[src/sv/tpd_pkg.sv]
// Shared types and constants for the two-channel triac phase dimmer.
// Used by tpd_chan and two_channel_triac_phase_dimmer_top; depends on nothing.
package tpd_pkg;

	localparam int NUM_CH    = 2;
	localparam int TIME_W    = 16;
	localparam int PCT_W     = 7;
	localparam int IDX_W     = 3;
	localparam int PROD_W    = TIME_W + PCT_W;
	// Reciprocal of 100 scaled by 2^30, rounded up; exact for every product below 2^23.
	localparam int RECIP_W   = 24;
	localparam int RECIP_SH  = 30;
	localparam logic [RECIP_W-1:0] RECIP_100 = 24'd10737419;

	localparam logic [7:0]        PCT_FULL   = 8'd100;
	localparam logic [TIME_W-1:0] TIME_MAX   = 16'hFFFF;

	localparam logic [TIME_W-1:0] RST_DELAY_MIN   = 16'd200;
	localparam logic [TIME_W-1:0] RST_DELAY_MAX   = 16'd9000;
	localparam logic [TIME_W-1:0] RST_PULSE_TICKS = 16'd100;
	localparam logic              RST_ZC_FALLING  = 1'b1;
	localparam logic [NUM_CH-1:0] RST_CH_ENABLE   = 2'b11;

	localparam logic CMD_TICK = 1'b0;
	localparam logic CMD_SET  = 1'b1;

	localparam logic [IDX_W-1:0] REG_DELAY_MIN   = 3'd0;
	localparam logic [IDX_W-1:0] REG_DELAY_MAX   = 3'd1;
	localparam logic [IDX_W-1:0] REG_PULSE_TICKS = 3'd2;
	localparam logic [IDX_W-1:0] REG_ZC_FALLING  = 3'd3;
	localparam logic [IDX_W-1:0] REG_CH_ENABLE   = 3'd4;

	// Per-channel control for the item that is being retired this cycle.
	typedef struct packed {
		logic              tick;
		logic              set;
		logic              edge_arm;
		logic [PCT_W-1:0]  pct;
		logic [TIME_W-1:0] delay;
		logic [TIME_W-1:0] pulse_ticks;
	} tpd_ctl_t;

endpackage

[src/sv/tpd_chan.sv]
// One dimmer channel: stored percent and delay, phase counter, arm flag, gate pulse.
// Depends on tpd_pkg for tpd_ctl_t and widths.
module tpd_chan (
	input  logic                       clk,
	input  logic                       arst_n,
	input  tpd_pkg::tpd_ctl_t          ctl,
	output logic                       gate,
	output logic [tpd_pkg::PCT_W-1:0]  pct_nxt
);

	logic [tpd_pkg::PCT_W-1:0]  pct_q;
	logic [tpd_pkg::TIME_W-1:0] delay_q;
	logic [tpd_pkg::TIME_W-1:0] cnt_q;
	logic                       armed_q;
	logic [tpd_pkg::TIME_W-1:0] pulse_q;

	logic                       armed_e;
	logic [tpd_pkg::TIME_W-1:0] cnt_e;
	logic                       fire;
	logic [tpd_pkg::TIME_W-1:0] pulse_e;
	logic                       tick_gate;
	logic                       armed_n;
	logic [tpd_pkg::TIME_W-1:0] cnt_n;
	logic [tpd_pkg::TIME_W-1:0] pulse_n;

	always_comb begin
		armed_e   = armed_q | ctl.edge_arm;
		cnt_e     = ctl.edge_arm ? '0 : cnt_q;
		fire      = armed_e && (cnt_e == delay_q);
		pulse_e   = fire ? ctl.pulse_ticks : pulse_q;
		tick_gate = (pulse_e != '0);
		pulse_n   = tick_gate ? pulse_e - 1'b1 : '0;
		armed_n   = armed_e & ~fire;
		// The counter runs only while armed and sticks at its maximum.
		if (armed_e && !fire && cnt_e != tpd_pkg::TIME_MAX) begin
			cnt_n = cnt_e + 1'b1;
		end else begin
			cnt_n = cnt_e;
		end
		gate    = ctl.tick ? tick_gate : (pulse_q != '0);
		pct_nxt = ctl.set ? ctl.pct : pct_q;
	end

	always_ff @(posedge clk or negedge arst_n) begin
		if (!arst_n) begin
			pct_q   <= '0;
			delay_q <= '0;
			cnt_q   <= '0;
			armed_q <= 1'b0;
			pulse_q <= '0;
		end else begin
			if (ctl.set) begin
				pct_q   <= ctl.pct;
				delay_q <= ctl.delay;
			end
			if (ctl.tick) begin
				cnt_q   <= cnt_n;
				armed_q <= armed_n;
				pulse_q <= pulse_n;
			end
		end
	end

endmodule

[src/sv/two_channel_triac_phase_dimmer_top.sv]
// Two-channel triac phase dimmer: one result per item, one item per cycle while
// out_ready drains the result register. The span-times-percent product is formed
// ahead of the input register; the divide by 100 and the channel update sit
// between the input register and the result register.
// Reset (arst_n low) clears all channel state and loads the register defaults.
// Depends on tpd_pkg and tpd_chan.
module two_channel_triac_phase_dimmer_top (
	input  logic                        clk,
	input  logic                        arst_n,
	input  logic                        cfg_we,
	input  logic [tpd_pkg::IDX_W-1:0]   cfg_index,
	input  logic [tpd_pkg::TIME_W-1:0]  cfg_wdata,
	input  logic                        in_valid,
	output logic                        in_ready,
	input  logic                        command,
	input  logic                        zc_level,
	input  logic                        channel,
	input  logic [7:0]                  percent,
	output logic                        out_valid,
	input  logic                        out_ready,
	output logic                        gate_a,
	output logic                        gate_b,
	output logic [tpd_pkg::PCT_W-1:0]   percent_read
);

	logic [tpd_pkg::TIME_W-1:0] delay_min_q;
	logic [tpd_pkg::TIME_W-1:0] delay_max_q;
	logic [tpd_pkg::TIME_W-1:0] pulse_ticks_q;
	logic                       zc_falling_q;
	logic [tpd_pkg::NUM_CH-1:0] ch_enable_q;

	always_ff @(posedge clk or negedge arst_n) begin
		if (!arst_n) begin
			delay_min_q   <= tpd_pkg::RST_DELAY_MIN;
			delay_max_q   <= tpd_pkg::RST_DELAY_MAX;
			pulse_ticks_q <= tpd_pkg::RST_PULSE_TICKS;
			zc_falling_q  <= tpd_pkg::RST_ZC_FALLING;
			ch_enable_q   <= tpd_pkg::RST_CH_ENABLE;
		end else if (cfg_we) begin
			unique case (cfg_index)
				tpd_pkg::REG_DELAY_MIN:   delay_min_q   <= cfg_wdata;
				tpd_pkg::REG_DELAY_MAX:   delay_max_q   <= cfg_wdata;
				tpd_pkg::REG_PULSE_TICKS: pulse_ticks_q <= cfg_wdata;
				tpd_pkg::REG_ZC_FALLING:  zc_falling_q  <= cfg_wdata[0];
				tpd_pkg::REG_CH_ENABLE:   ch_enable_q   <= cfg_wdata[tpd_pkg::NUM_CH-1:0];
				default: ;
			endcase
		end
	end

	// Input side: clamp the percent and form the product for the delay.
	logic [tpd_pkg::PCT_W-1:0]  pct_clamp;
	logic [tpd_pkg::TIME_W-1:0] span;
	logic                       reversed;

	always_comb begin
		pct_clamp = (percent > tpd_pkg::PCT_FULL) ? tpd_pkg::PCT_FULL[tpd_pkg::PCT_W-1:0]
		                                          : percent[tpd_pkg::PCT_W-1:0];
		reversed  = (delay_max_q < delay_min_q);
		span      = delay_max_q - delay_min_q;
	end

	logic                        vld_s1;
	logic                        cmd_s1;
	logic                        zc_s1;
	logic                        ch_s1;
	logic [tpd_pkg::PCT_W-1:0]   pct_s1;
	logic [tpd_pkg::PROD_W-1:0]  prod_s1;
	logic                        rev_s1;
	logic                        advance;

	assign advance  = vld_s1 && (!out_valid || out_ready);
	assign in_ready = !vld_s1 || advance;

	always_ff @(posedge clk or negedge arst_n) begin
		if (!arst_n) begin
			vld_s1 <= 1'b0;
		end else if (in_ready) begin
			vld_s1 <= in_valid;
		end
	end

	always_ff @(posedge clk) begin
		if (in_valid && in_ready) begin
			cmd_s1  <= command;
			zc_s1   <= zc_level;
			ch_s1   <= channel;
			pct_s1  <= pct_clamp;
			prod_s1 <= {{tpd_pkg::PCT_W{1'b0}}, span} * {{tpd_pkg::TIME_W{1'b0}}, pct_clamp};
			rev_s1  <= reversed;
		end
	end

	// Divide by 100 (scaled reciprocal), subtract from max; use min if reversed.
	logic [tpd_pkg::PROD_W+tpd_pkg::RECIP_W-1:0] recip_prod;
	logic [tpd_pkg::TIME_W-1:0]                  quot;
	logic [tpd_pkg::TIME_W-1:0]                  delay_new;

	always_comb begin
		recip_prod = {{tpd_pkg::RECIP_W{1'b0}}, prod_s1} *
		             {{tpd_pkg::PROD_W{1'b0}}, tpd_pkg::RECIP_100};
		quot       = recip_prod[tpd_pkg::RECIP_SH +: tpd_pkg::TIME_W];
		delay_new  = rev_s1 ? delay_min_q : delay_max_q - quot;
	end

	logic zc_prev_q;
	logic zc_edge;

	assign zc_edge = zc_falling_q ? (zc_prev_q && !zc_s1) : (!zc_prev_q && zc_s1);

	always_ff @(posedge clk or negedge arst_n) begin
		if (!arst_n) begin
			zc_prev_q <= 1'b0;
		end else if (advance && cmd_s1 == tpd_pkg::CMD_TICK) begin
			zc_prev_q <= zc_s1;
		end
	end

	tpd_pkg::tpd_ctl_t          ctl [tpd_pkg::NUM_CH];
	logic [tpd_pkg::NUM_CH-1:0] gate_nxt;
	logic [tpd_pkg::PCT_W-1:0]  pct_nxt [tpd_pkg::NUM_CH];

	for (genvar c = 0; c < tpd_pkg::NUM_CH; c++) begin : g_chan
		always_comb begin
			ctl[c].tick        = advance && (cmd_s1 == tpd_pkg::CMD_TICK);
			ctl[c].set         = advance && (cmd_s1 == tpd_pkg::CMD_SET) && (ch_s1 == 1'(c));
			ctl[c].edge_arm    = zc_edge && ch_enable_q[c];
			ctl[c].pct         = pct_s1;
			ctl[c].delay       = delay_new;
			ctl[c].pulse_ticks = pulse_ticks_q;
		end

		tpd_chan u_chan (
			.clk     (clk),
			.arst_n  (arst_n),
			.ctl     (ctl[c]),
			.gate    (gate_nxt[c]),
			.pct_nxt (pct_nxt[c])
		);
	end

	// Result register: holds a finished result while the next item is taken.
	always_ff @(posedge clk or negedge arst_n) begin
		if (!arst_n) begin
			out_valid <= 1'b0;
		end else if (!out_valid || out_ready) begin
			out_valid <= vld_s1;
		end
	end

	always_ff @(posedge clk) begin
		if (advance) begin
			gate_a       <= gate_nxt[0];
			gate_b       <= gate_nxt[1];
			percent_read <= pct_nxt[ch_s1];
		end
	end

	a_full_stall: assert property (@(posedge clk) disable iff (!arst_n)
		(vld_s1 && out_valid && !out_ready) |-> !in_ready)
		else $error("input accepted while both stages are full");

	a_retire_shows: assert property (@(posedge clk) disable iff (!arst_n)
		advance |=> out_valid)
		else $error("retired item produced no result");

	a_pct_range: assert property (@(posedge clk) disable iff (!arst_n)
		(vld_s1 |-> pct_s1 <= tpd_pkg::PCT_FULL[tpd_pkg::PCT_W-1:0]) and
		(out_valid |-> percent_read <= tpd_pkg::PCT_FULL[tpd_pkg::PCT_W-1:0]))
		else $error("percent above full scale");

endmodule
[config.mk]
export PLATFORM = sky130hd
export DESIGN_NAME = two_channel_triac_phase_dimmer_top
export DESIGN_NICKNAME = d
export VERILOG_FILES = /design/src/sv/tpd_pkg.sv /design/src/sv/tpd_chan.sv /design/src/sv/two_channel_triac_phase_dimmer_top.sv
export SDC_FILE = /design/constraint.sdc
export NUM_CORES = 1
export LEC_CHECK = 0
export BUFFER_PORTS_ARGS = -buffer_cell sky130_fd_sc_hd__buf_2
export CELL_PAD_IN_SITES_DETAIL_PLACEMENT = 1
export CELL_PAD_IN_SITES_GLOBAL_PLACEMENT = 1
export CORE_MARGIN = 2
export CORE_UTILIZATION = 56
export CTS_CLUSTER_DIAMETER = 100
export CTS_CLUSTER_SIZE = 40
export DETAILED_ROUTE_END_ITERATION = 12
export GPL_ROUTABILITY_DRIVEN = 0
export PLACE_DENSITY_LB_ADDON = 0.1
export SYNTH_ARGS = -nofsm -noshare
export SYNTH_HDL_FRONTEND = slang
export SYNTH_HIERARCHICAL = 1
export SYNTH_SLANG_ARGS = --single-unit
[constraint.sdc]
create_clock -name clk -period 17.7 [get_ports clk]
set_input_delay 3.54 -clock clk [delete_from_list [all_inputs] [get_ports clk]]
set_output_delay 3.54 -clock clk [all_outputs]
set_load 0.02 [all_outputs]
* After elaboration in Yosys (flattened, before gate mapping) *
Index checks and enable logic that the tools add are counted.

word-level totals
  bits of input ports = 35
  logic and storage cells = 107
  register bits = 209
  output and inout port bits = 11

cells by class
  reduce and logical (&&, ||, !) cells = 34
  $lt $le $gt $ge = 3
  $mul = 2
  mux-type cells = 18
  add/sub/neg operators = 6
  equal/unequal tests = 8
  bitwise gates (word level) = 9

operator list
  operator                  number
  $mux W16                  9
  $reduce_bool A16 Y1       4
  $mul A23 B24 Y46 const B  1
  $mux W7                   6
  $add A16 B1 Y16 const B   2
  $eq A16 B16 Y1            2
  $ne A16 B16 Y1 const B    2
  $sub A16 B1 Y16 const B   2
  $sub A16 B16 Y16          2
  $mul A16 B7 Y23           1
  $logic_and A1 B1 Y1       16
  $lt A16 B16 Y1            1
  $reduce_and A2 Y1         5
  $gt A8 B7 Y1 const B      1
  $eq A3 B2 Y1 const B      2
  $logic_not A1 Y1          6
  $not A1 Y1                4
  $eq A3 B1 Y1 const B      1
  $eq A3 B3 Y1 const B      1
  $logic_not A3 Y1          1
  $mux W1                   3
  $and A1 B1 Y1             2
  $ge A2 B2 Y1 const B      1
  $logic_or A1 B1 Y1        2
  2 further kinds           3

* Longest topological paths before layout *
Gate-level depths: netlist of run 1.

  depth after elaboration = 11
  mapped depth = 35
  mapped depth without buffers = 35

* Modules after synthesis *
Netlist of run 1, hierarchy kept.

modules (own cells, without submodules)
  module                              cells an instance  instances  sequential area each (um^2)  area each (um^2)
  two_channel_triac_phase_dimmer_top  1,741              1          2,660.1                      17,484.3
  tpd_chan at g_chan[1].u_chan        410                1          1,401.3                      3,703.6
  tpd_chan at g_chan[0].u_chan        390                1          1,401.3                      3,532.1

* Worst setup path after synthesis of run 1 *
No wires, ideal clock.

  kind = input to register
  start = input port percent[0]
  end = register prod_s1[22] (netlist name) (data pin)
  data required time = 17.440 ns
  path buffers = 2
  setup time = 0.260 ns
  cell stages on the path = 22
  path slack = 8.949 ns
  arrival = 8.491 ns
  cells stage by stage = o21ai_0 nand2_1 a31oi_1 and2_1 clkbuf_1 clkbuf_1 nand2_1 fa_1 fa_1 inv_1 fa_1 fa_1 ha_1 nand2_1 nand2b_1 a21o_1 a22o_1 a21oi_1 a21oi_2 a211o_1 a21oi_1 xnor2_1

between the ends
  cells in the longest elaborated chain, start to end = 3

RTL lines
  what                    line                                      RTL
  start, declared         two_channel_triac_phase_dimmer_top.sv:18  input logic [7:0] percent,
  $gt A8 B7 Y1            two_channel_triac_phase_dimmer_top.sv:57  pct_clamp = (percent > tpd_pkg::PCT_FULL) ? tpd_pkg::PCT_FULL[tpd_pkg::PCT_W-1:0]
  $mux W7                 two_channel_triac_phase_dimmer_top.sv:57
  net pct_clamp, one bit  two_channel_triac_phase_dimmer_top.sv:52  logic [tpd_pkg::PCT_W-1:0] pct_clamp;
  $mul A16 B7 Y23         two_channel_triac_phase_dimmer_top.sv:89  prod_s1 <= {{tpd_pkg::PCT_W{1'b0}}, span} * {{tpd_pkg::TIME_W{1'b0}}, pct_clamp};
  end signal, assigned    two_channel_triac_phase_dimmer_top.sv:89
  end, declared           two_channel_triac_phase_dimmer_top.sv:68  logic [tpd_pkg::PROD_W-1:0] prod_s1;

The timed path passes the listed nets, and every way through them passes these cells.
A chain may end at the register's enable or synchronous reset.

==> run summary, run 1 <==
### Routing
* **First-pass DRT Iterations** 5
* **DRT antenna net count** 0
* **routed wire length per instance** 24.15 microns
* **post-detailed-routing wire length** 75850 microns
* **starting DRC count in detailed routing** 1154
* **routed vias/inst** 6.143
* **vias after detailed routing** 19296
* **DRC violations left** 0

### STA
* **final setup TNS** 0 ns
* **worst-case headroom to the max-slew limit** 22.40%
* **RSZ-0062 raised after global routing** no
* **Pins Over Slew Limit** 0
* **number of failing setup endpoints in the final timing report** 0
* **number of hold violations in the final report** 0
* **Period Utilization, post-route** 54.36%
* **pin slew with the least headroom to its limit** 1.162 ns
* **Final Critical Period** 9.622 ns
* **maximum clock frequency** 103.9 MHz
* **worst-case clock skew** 0.08066 ns

### Global route
* **GRT Overall Usage** 33.58%
* **number of antenna violations at the first check in global routing** 7
* **global-route wire length before repair** 120700 microns
* **overall overflow remaining after global route** 0
* **maximum number of pins on one net before global-route repair** 91
* **vias in the first global route** 21415

### Floorplan
* **area inside the core boundary** 43360 sq um
* **vertical die dimension** 214.1 microns
* **number of core rows** 76
* **I/O pin count** 46
* **die area** 45840 sq um
* **Die X** 214.1 microns
* **Initial Utilization** 57.01%

### Logic synthesis
* **leading post-synthesis cells by cell area** sky130_fd_sc_hd__fa_1 (21%), sky130_fd_sc_hd__ha_1 (16%), sky130_fd_sc_hd__dfrtp_1 (15%), sky130_fd_sc_hd__inv_1 (6.2%), sky130_fd_sc_hd__edfxtp_1 (5.2%)
* **top cell type's share of synthesized area** 21.38%
* **number of nets in the synthesized netlist** 3155
* **Async S/R FF share, synth** 79.43%
* **Post-synth EDFFs** 43
* **cell type with the highest aggregate area in the netlist** sky130_fd_sc_hd__fa_1
* **sequential-to-total area share from yosys stat** 22.10%
* **gate count after technology mapping** 2541
* **register bit count reported by yosys** 209
* **predominant post-synthesis flop cell** sky130_fd_sc_hd__dfrtp_1
* **most repeated cell in the gate-level netlist after synthesis** sky130_fd_sc_hd__inv_1
* **most frequent cells after synthesis** sky130_fd_sc_hd__inv_1 (407), sky130_fd_sc_hd__ha_1 (315), sky130_fd_sc_hd__fa_1 (264)
* **total standard cell area after synthesis** 24720 sq um
* **Yosys warning total** 6
* **Unique masters post-synth** 100
* **Syn Area/Cell** 9.728 sq um

### Setup path
* **slowest stage cell, crit path** sky130_fd_sc_hd__o31ai_1
* **cell repeated most along the worst path** sky130_fd_sc_hd__fa_1
* **crit start category** flop
* **highest cell delay on the worst timing path** 0.70 ns
* **worst setup path class** reg2reg
* **element type at the critical path end** flop
* **required time at the worst-slack endpoint** 18.20 ns
* **critical path peak fanout** 7
* **critical path arrival** 10.12 ns

### Cells and area
* **fill count** 4909
* **area taken by flip-flops and latches** 5463 sq um
* **share of cells above drive strength 1** 9.233%
* **Final nets** 3162
* **multi-input logic area** 17490 sq um
* **diode count** 0
* **layout overhead on the synthesized area** 5.841%

### Clock network
* **clock tree root driver cell** sky130_fd_sc_hd__clkbuf_16
* **CTS hold repair buffers** 0
* **deepest clock path buffer count** 3
* **count of cells resized by post-cts repair** 0
* **buffers inserted by post-CTS timing repair** 0
* **CTS tree** done
* **Num CTS Buffers** 14
* **clock sinks** 209
* **clock insertion delay at the later pin of the skew report** 0.56 ns
* **clock-pin transition on the worst setup and hold timing paths** 0.15 ns
* **Clock H-tree levels** 1

### Run
* **max-capacitance violation count** 0

### Run status
* **result of the run** complete, no violations

### Hold path
* **Hold/Removal Path Class** reg2reg

### Place
* **detailed placement HPWL** 61290 microns
* **number of port buffers** 45

## final timing paths
kind / startpoint / end / slack, ns / cells past startpoint
max reg2reg: prod_s1[6]$_DFFE_PP_ / g_chan[1].u_chan/delay_q[10]$_DFFE_PN0P_ / 8.08 / 33
max in group asynchronous: arst_n / g_chan[0].u_chan/pct_q[6]$_DFF_PN0_ / 13.04 / 2
min in group asynchronous: arst_n / g_chan[1].u_chan/cnt_q[13]$_DFFE_PN0P_ / 3.07 / 1
max: prod_s1[6]$_DFFE_PP_ / g_chan[1].u_chan/delay_q[10]$_DFFE_PN0P_ / 8.08 / 33
min: g_chan[1].u_chan/pulse_q[9]$_DFFE_PN0P_ / g_chan[1].u_chan/pulse_q[9]$_DFFE_PN0P_ / 0.51 / 1
min reg2reg: g_chan[1].u_chan/pulse_q[9]$_DFFE_PN0P_ / g_chan[1].u_chan/pulse_q[9]$_DFFE_PN0P_ / 0.51 / 1
## through the flow
step / std cells / utilization (%) / worst slack, ns / hold WS, ns / instance area [sq um]
after floorplan: 2541 / - / 8.949 / 0.4484 / 24720
after global placement: 3117 / 58.91 / 8.294 / 0.4704 / 25550
after detailed placement: 3117 / 58.91 / 7.890 / 0.4821 / 25550
after CTS: 3141 / 60.34 / 8.249 / 0.5086 / 26160
after global routing: 3141 / 60.34 / 7.720 / 0.5259 / 26160
final: 3141 / 60.34 / 8.078 / 0.5094 / 26160
## placed cells by master, fill, tap and decap left out, drive strengths merged, types with 11 or more instances in the layout
cell	n
or2	11
and3	24
edfxtp	43
buf	58
xnor2	66
inv	409
nand3b	11
dfstp	14
o31ai	19
fa	264
o21a	11
nor2	148
a21o	17
dfrtp	152
nand3	49
o211ai	15
nor2b	26
o22ai	11
and2	30
nand4	24
mux2i	18
mux2	90
ha	315
or3	16
nor4	15
a31oi	11
nand2	210
nand2b	19
a21oi	64
or4	17
o21ai	100
o21bai	13
o2bb2ai	12
nor3	60
xor2	43
clkbuf	15
## cell type report
cell class / count / share of cell area, %
clock inverter: 9 / 0.9277
inverter: 409 / 5.868
sequential: 209 / 20.88
multi-input combinational: 1856 / 66.84
timing repair buffer: 58 / 1.258
tap: 585 / 2.798
clock buffer: 15 / 1.435
## layer usage
layer | vias to the layer above | track usage, % | share of wire (%)
met5 | - | 0 | 0.030
met4 | 4 | 12.82 | 4.4
met3 | 181 | 4.780 | 5.5
met2 | 544 | 57.76 | 49
met1 | 9968 | 43.05 | 41
li1 | 8599 | - | -
## critical path: cells and delay by family (launching register included)
| kind | cells | cell delay, ns |
|---|---|---|
| XOR/XNOR | 1 | 0.14 |
| AND/OR/NAND/NOR | 4 | 1.05 |
| buffers and inverters | 4 | 0.21 |
| adder cells (fa/ha/maj) | 10 | 4.63 |
| multiplexers | 1 | 0.30 |
| AO/OA/AOI/OAI | 13 | 2.65 |
| flip-flops | 1 | 0.59 |
## flip-flops by register name, indices dropped and copies added (netlist names), 2 cells and up
name	cells
g_chan.u_chan/pct_q	14
pulse_ticks_q	16
g_chan.u_chan/pulse_q	32
g_chan.u_chan/cnt_q	32
g_chan.u_chan/armed_q	2
ch_enable_q	2
delay_max_q	16
pct_s1	7
delay_min_q	16
percent_read	7
g_chan.u_chan/delay_q	32
prod_s1	23
## kinds of logic (layout without fill, tap and decap cells)
kind of cell               count (synthesis)  count (layout)  share of synthesized area, %
buffers and inverters                    476             491                         7.370
muxes                                    108             108                         4.829
xor gates and xnor gates                 109             109                         3.862
and+or+nand+nor                          697             697                         14.15
DFF                                      209             209                         22.10
adders and majority gates                579             579                         37.32
AOI/OAI and AO/OA                        363             363                         10.37
Power of run 1 is not shown: default switching activity piles up to over one toggle a cycle in this logic, so the estimate is an artifact.
==> run 2, diff against run 1 <==
--- a/config.mk
+++ b/config.mk
@@ -9,7 +9,7 @@
 export CELL_PAD_IN_SITES_DETAIL_PLACEMENT = 1
 export CELL_PAD_IN_SITES_GLOBAL_PLACEMENT = 1
 export CORE_MARGIN = 2
-export CORE_UTILIZATION = 56
+export CORE_UTILIZATION = 47
 export CTS_CLUSTER_DIAMETER = 100
 export CTS_CLUSTER_SIZE = 40
 export DETAILED_ROUTE_END_ITERATION = 12
==> constraint.sdc (replaced) <==
create_clock -name clk -period 8.1 [get_ports clk]
set_input_delay 1.62 -clock clk [delete_from_list [all_inputs] [get_ports clk]]
set_output_delay 1.62 -clock clk [all_outputs]
set_load 0.02 [all_outputs]
==> run summary, run 2 (same netlist as run 1, synthesis figures left out) <==
### Cells and area
* **fill count** 5817
* **commonest non-fill, non-tap cells in the layout** sky130_fd_sc_hd__inv_1 (398), sky130_fd_sc_hd__ha_1 (299), sky130_fd_sc_hd__fa_1 (253)
* **diode count** 0
* **multi-input logic area** 17980 sq um
* **Final nets** 3330
* **final design utilization** 53.57%
* **share of cells above drive strength 1** 17.85%
* **commonest non-fill, non-tap cell in the layout** sky130_fd_sc_hd__inv_1
* **area taken by flip-flops and latches** 5463 sq um
* **Largest regs** g_chan.u_chan/cnt_q x32, g_chan.u_chan/delay_q x32, g_chan.u_chan/pulse_q x32
* **layout overhead on the synthesized area** 13.21%

### Setup path
* **critical path peak fanout** 5
* **worst setup path class** reg2reg
* **cell repeated most along the worst path** sky130_fd_sc_hd__fa_1
* **crit start category** flop
* **end of the worst register-to-register path** g_chan[0].u_chan/delay_q[15]$_DFFE_PN0P_
* **element type at the critical path end** flop
* **depth of the most critical reg-to-reg path** 33
* **FF-to-FF setup slack** -0.20 ns
* **reg-to-reg critical path startpoint** prod_s1[3]$_DFFE_PP_
* **required time at the worst-slack endpoint** 8.51 ns
* **slowest stage cell, crit path** sky130_fd_sc_hd__fa_1
* **highest cell delay on the worst timing path** 0.54 ns
* **critical path arrival** 8.72 ns

### Hold path
* **hold_sp** vld_s1$_DFFE_PN0N_
* **hold-critical path depth** 1
* **Endpoint, Worst Hold** out_valid$_DFFE_PN0P_
* **Hold/Removal Path Class** reg2reg

### STA
* **worst-case headroom to the max-slew limit** 9.130%
* **worst-case clock skew** 0.06406 ns
* **Final Critical Period** 8.302 ns
* **Period Utilization, post-route** 102.5%
* **number of failing setup endpoints in the final timing report** 10
* **maximum clock frequency** 120.5 MHz
* **RSZ-0062 raised after global routing** yes
* **pin slew with the least headroom to its limit** 1.363 ns
* **number of hold violations in the final report** 0
* **Pins Over Slew Limit** 0
* **crit path setup slack, layout** -0.2017 ns

### Clock network
* **clock insertion delay at the later pin of the skew report** 0.54 ns
* **clock tree root driver cell** sky130_fd_sc_hd__clkbuf_16
* **Clock H-tree levels** 1
* **CTS tree** done
* **Num CTS Buffers** 13
* **CTS hold repair buffers** 0
* **deepest clock path buffer count** 3
* **clock-pin transition on the worst setup and hold timing paths** 0.15 ns
* **clock sinks** 209

### Routing
* **DRT antenna net count** 0
* **vias after detailed routing** 19483
* **routed vias/inst** 5.713
* **starting DRC count in detailed routing** 1154
* **DRC violations left** 0
* **post-detailed-routing wire length** 74540 microns
* **routed wire length per instance** 21.86 microns
* **First-pass DRT Iterations** 5

### Floorplan
* **number of core rows** 84
* **Initial Utilization** 47.32%
* **vertical die dimension** 233.3 microns
* **I/O pin count** 46
* **Die X** 233.3 microns
* **die area** 54450 sq um
* **area inside the core boundary** 52240 sq um

### Global route
* **GRT Overall Usage** 27.80%
* **maximum number of pins on one net before global-route repair** 96
* **overall overflow remaining after global route** 0
* **number of antenna violations at the first check in global routing** 0
* **global-route wire length before repair** 117600 microns
* **vias in the first global route** 21119

### Run
* **max-capacitance violation count** 0

### Run status
* **result of the run** finished, violations left
* **failing checks** setup timing

### Place
* **detailed placement HPWL** 60400 microns
* **number of port buffers** 45

==> run 2: cell types whose count changed in the layout (fill, tap and decap cells not counted), sizes merged <==
cell    change
inv         +2
clkbuf      -2
buf       +169
clkinv      -3
==> run 2: worst max path at each step <==
stage                         startpoint                                       end  slack (ns)  cells after the start
floorplan           prod_s1[6]$_DFFE_PP_  g_chan[0].u_chan/delay_q[12]$_DFFE_PN0P_        0.07                     33
global placement    prod_s1[5]$_DFFE_PP_  g_chan[1].u_chan/delay_q[12]$_DFFE_PN0P_       -0.42                     33
detailed placement  prod_s1[2]$_DFFE_PP_  g_chan[0].u_chan/delay_q[12]$_DFFE_PN0P_       -0.69                     33
CTS                 prod_s1[7]$_DFFE_PP_  g_chan[1].u_chan/delay_q[15]$_DFFE_PN0P_       -0.17                     32
global route        prod_s1[5]$_DFFE_PP_  g_chan[1].u_chan/delay_q[15]$_DFFE_PN0P_       -0.45                     32
finish              prod_s1[3]$_DFFE_PP_  g_chan[0].u_chan/delay_q[15]$_DFFE_PN0P_       -0.20                     33
==> run 2: cell type report <==
| type | count | share of cell area, % |
|---|---|---|
| clock inverter | 8 | 0.6349 |
| tap | 688 | 3.076 |
| multi-input combinational | 1856 | 64.26 |
| inverter | 409 | 5.486 |
| clock buffer | 13 | 1.162 |
| timing repair buffer | 227 | 5.857 |
| sequential | 209 | 19.52 |
==> run 2: metal layers <==
layer / share of wire, % / up-vias / track usage [%] / wire length [microns]
met5: 0 / - / 0 / 0
met1: 46 / 10119 / 39.68 / 34430
met4: 2.0 / 0 / 5.056 / 1517
met2: 48 / 343 / 46.44 / 35610
li1: - / 8936 / - / -
met3: 4.0 / 85 / 2.490 / 2977
==> run 2: critical path: cells and delay by family (launching register included) <==
| family | cells | cell delay (ns) |
|---|---|---|
| mux | 1 | 0.28 |
| fa+ha+maj | 9 | 3.89 |
| compound gates | 9 | 1.80 |
| flops | 1 | 0.44 |
| xor+xnor | 2 | 0.25 |
| buf+inv | 8 | 0.72 |
| simple gates | 4 | 0.83 |
==> run 2: through the flow <==
step           setup slack, ns  hold slack (ns)  cell area (sq um)  cells  setup TNS [ns]
3_5_place_dp           -0.6877           0.4812              26780   3367          -7.039
3_3_place_gp           -0.4216           0.4599              26780   3367          -3.504
5_1_grt                -0.4526           0.5194              27980   3410          -5.118
6_report               -0.2017           0.4910              27980   3410         -0.9685
2_1_floorplan          0.07368           0.4484              24720   2541               0
4_1_cts                -0.1665           0.5058              27560   3397         -0.8114
==> run 2: timing repair <==
| action | in CTS | in global routing |
|---|---|---|
| setup endpoints to repair | 19 | 20 |
| endpoints found under the hold margin | 0 | 0 |
| pin swaps | 36 | 38 |
| gates resized for setup | 49 | 72 |
| buffers inserted | 10 | 13 |
Power of run 2 is left out for the same reason.
==> run 3, diff against run 2 <==
--- a/config.mk
+++ b/config.mk
@@ -14,7 +14,7 @@
 export CTS_CLUSTER_SIZE = 40
 export DETAILED_ROUTE_END_ITERATION = 12
 export GPL_ROUTABILITY_DRIVEN = 0
-export PLACE_DENSITY_LB_ADDON = 0.1
+export PLACE_DENSITY = 0.78
 export SYNTH_ARGS = -nofsm -noshare
 export SYNTH_HDL_FRONTEND = slang
 export SYNTH_HIERARCHICAL = 1
==> run summary, run 3 (same netlist as run 1, synthesis figures left out) <==
### Global route
* **global-route wire length before repair** 128300 microns
* **GRT Overall Usage** 30.47%
* **maximum number of pins on one net before global-route repair** 87
* **overall overflow remaining after global route** 0
* **vias in the first global route** 22577
* **number of antenna violations at the first check in global routing** 0

### Routing
* **vias after detailed routing** 20777
* **DRT antenna net count** 0
* **DRC violations left** 0
* **post-detailed-routing wire length** 89320 microns
* **routed vias/inst** 6.082
* **starting DRC count in detailed routing** 1592
* **routed wire length per instance** 26.15 microns
* **First-pass DRT Iterations** 5

### Setup path
* **highest cell delay on the worst timing path** 0.58 ns
* **termination of the worst setup path** g_chan[1].u_chan/delay_q[15]$_DFFE_PN0P_
* **depth of the most critical reg-to-reg path** 35
* **worst setup path startpoint** prod_s1[9]$_DFFE_PP_
* **slowest stage cell, crit path** sky130_fd_sc_hd__fa_1
* **critical path arrival** 9.05 ns
* **cell repeated most along the worst path** sky130_fd_sc_hd__fa_1
* **worst setup path class** reg2reg
* **required time at the worst-slack endpoint** 8.49 ns
* **FF-to-FF setup slack** -0.56 ns
* **end of the worst register-to-register path** g_chan[1].u_chan/delay_q[15]$_DFFE_PN0P_
* **critical path peak fanout** 3
* **crit start category** flop
* **reg-to-reg critical path startpoint** prod_s1[9]$_DFFE_PP_
* **element type at the critical path end** flop

### STA
* **pin slew with the least headroom to its limit** 1.373 ns
* **final setup TNS** -6.595 ns
* **Final Critical Period** 8.656 ns
* **Pins Over Slew Limit** 0
* **Period Utilization, post-route** 106.9%
* **worst-case clock skew** 0.05418 ns
* **number of hold violations in the final report** 0
* **RSZ-0062 raised after global routing** yes
* **crit path setup slack, layout** -0.5558 ns
* **number of failing setup endpoints in the final timing report** 19
* **worst-case headroom to the max-slew limit** 8.477%
* **maximum clock frequency** 115.5 MHz

### Hold path
* **Hold/Removal Path Class** reg2reg

### Clock network
* **clock sinks** 209
* **CTS tree** done
* **clock insertion delay at the later pin of the skew report** 0.53 ns
* **clock tree root driver cell** sky130_fd_sc_hd__clkbuf_16
* **CTS hold repair buffers** 0
* **Num CTS Buffers** 13
* **clock-pin transition on the worst setup and hold timing paths** 0.15 ns
* **deepest clock path buffer count** 3
* **Clock H-tree levels** 1

### Cells and area
* **share of cells above drive strength 1** 19.46%
* **area taken by flip-flops and latches** 5463 sq um
* **Largest regs** g_chan.u_chan/cnt_q x32, g_chan.u_chan/delay_q x32, g_chan.u_chan/pulse_q x32
* **final design utilization** 54.19%
* **commonest non-fill, non-tap cell in the layout** sky130_fd_sc_hd__inv_1
* **multi-input logic area** 18280 sq um
* **diode count** 0
* **Final nets** 3336
* **commonest non-fill, non-tap cells in the layout** sky130_fd_sc_hd__inv_1 (388), sky130_fd_sc_hd__ha_1 (283), sky130_fd_sc_hd__fa_1 (251)
* **fill count** 5767
* **layout overhead on the synthesized area** 14.52%

### Floorplan
* **area inside the core boundary** 52240 sq um
* **I/O pin count** 46
* **die area** 54450 sq um
* **Initial Utilization** 47.32%
* **number of core rows** 84
* **vertical die dimension** 233.3 microns
* **Die X** 233.3 microns

### Run status
* **failing checks** setup timing
* **result of the run** finished, violations left

### Run
* **max-capacitance violation count** 0

### Place
* **worst setup timing slack at the placement stage** -0.8525 ns
* **number of port buffers** 45
* **detailed placement HPWL** 62880 microns

## run 3: cell types whose count changed in the layout (fill, tap and decap cells not counted), sizes merged
cell	previous run	this run
buf	227	233
clkbuf	13	15
clkinv	6	4
## run 3: worst min-delay path by stage
stage	start	cells past startpoint	endpoint	slack [ns]
2_1_floorplan	g_chan[1].u_chan/pulse_q[9]$_DFFE_PN0P_	1	g_chan[1].u_chan/pulse_q[9]$_DFFE_PN0P_	0.45
3_3_place_gp	vld_s1$_DFFE_PN0N_	1	out_valid$_DFFE_PN0P_	0.47
3_5_place_dp	g_chan[1].u_chan/pct_q[5]$_DFF_PN0_	1	g_chan[1].u_chan/pct_q[5]$_DFF_PN0_	0.49
4_1_cts	pct_s1[4]$_DFFE_PP_	1	g_chan[1].u_chan/pct_q[4]$_DFF_PN0_	0.50
5_1_grt	pct_s1[4]$_DFFE_PP_	1	g_chan[1].u_chan/pct_q[4]$_DFF_PN0_	0.52
6_report	pct_s1[4]$_DFFE_PP_	1	g_chan[1].u_chan/pct_q[4]$_DFF_PN0_	0.49
## run 3: layout make-up
cell class	instances	area share [%]
well taps	688	3.041
clock inverters	6	0.4155
repair buffers	233	6.086
clock buffers	15	1.176
multi-input cells	1856	64.56
inverters	409	5.423
flip-flops and latches	209	19.30
## run 3: stage by stage
step | hold WS (ns) | instances | cell area (sq um)
after floorplan | 0.4484 | 2541 | 24720
after detailed placement | 0.4869 | 3348 | 26650
final | 0.4880 | 3416 | 28310
after global routing | 0.5187 | 3416 | 28310
after global placement | 0.4653 | 3348 | 26650
after CTS | 0.4987 | 3396 | 27780
## run 3: repair_timing
action	4_1_cts	5_1_grt
cloned	0	0
endpoints found under the setup margin	26	24
pin swaps	54	71
resized for setup	104	71
endpoints found under the hold margin	0	0
setup buffers	27	21
## run 3: routing by layer
| layer | GRT usage (%) | part of all wire (%) |
|---|---|---|
| met4 | 12.36 | 6.4 |
| met3 | 3.931 | 5.8 |
| met2 | 52.63 | 49 |
| met1 | 38.56 | 39 |
| met5 | 0 | 0 |
## run 3: worst max-delay path, delay by kind of cell, from the launching register on
kind / cells / cell delay (ns)
muxes: 1 / 0.26
adders and majority gates: 9 / 3.80
AOI/OAI and AO/OA: 11 / 2.31
xor gates and xnor gates: 1 / 0.17
DFF: 1 / 0.50
buffers and inverters: 8 / 0.88
and+or+nand+nor: 5 / 0.64
Power of run 3 is left out for the same reason.
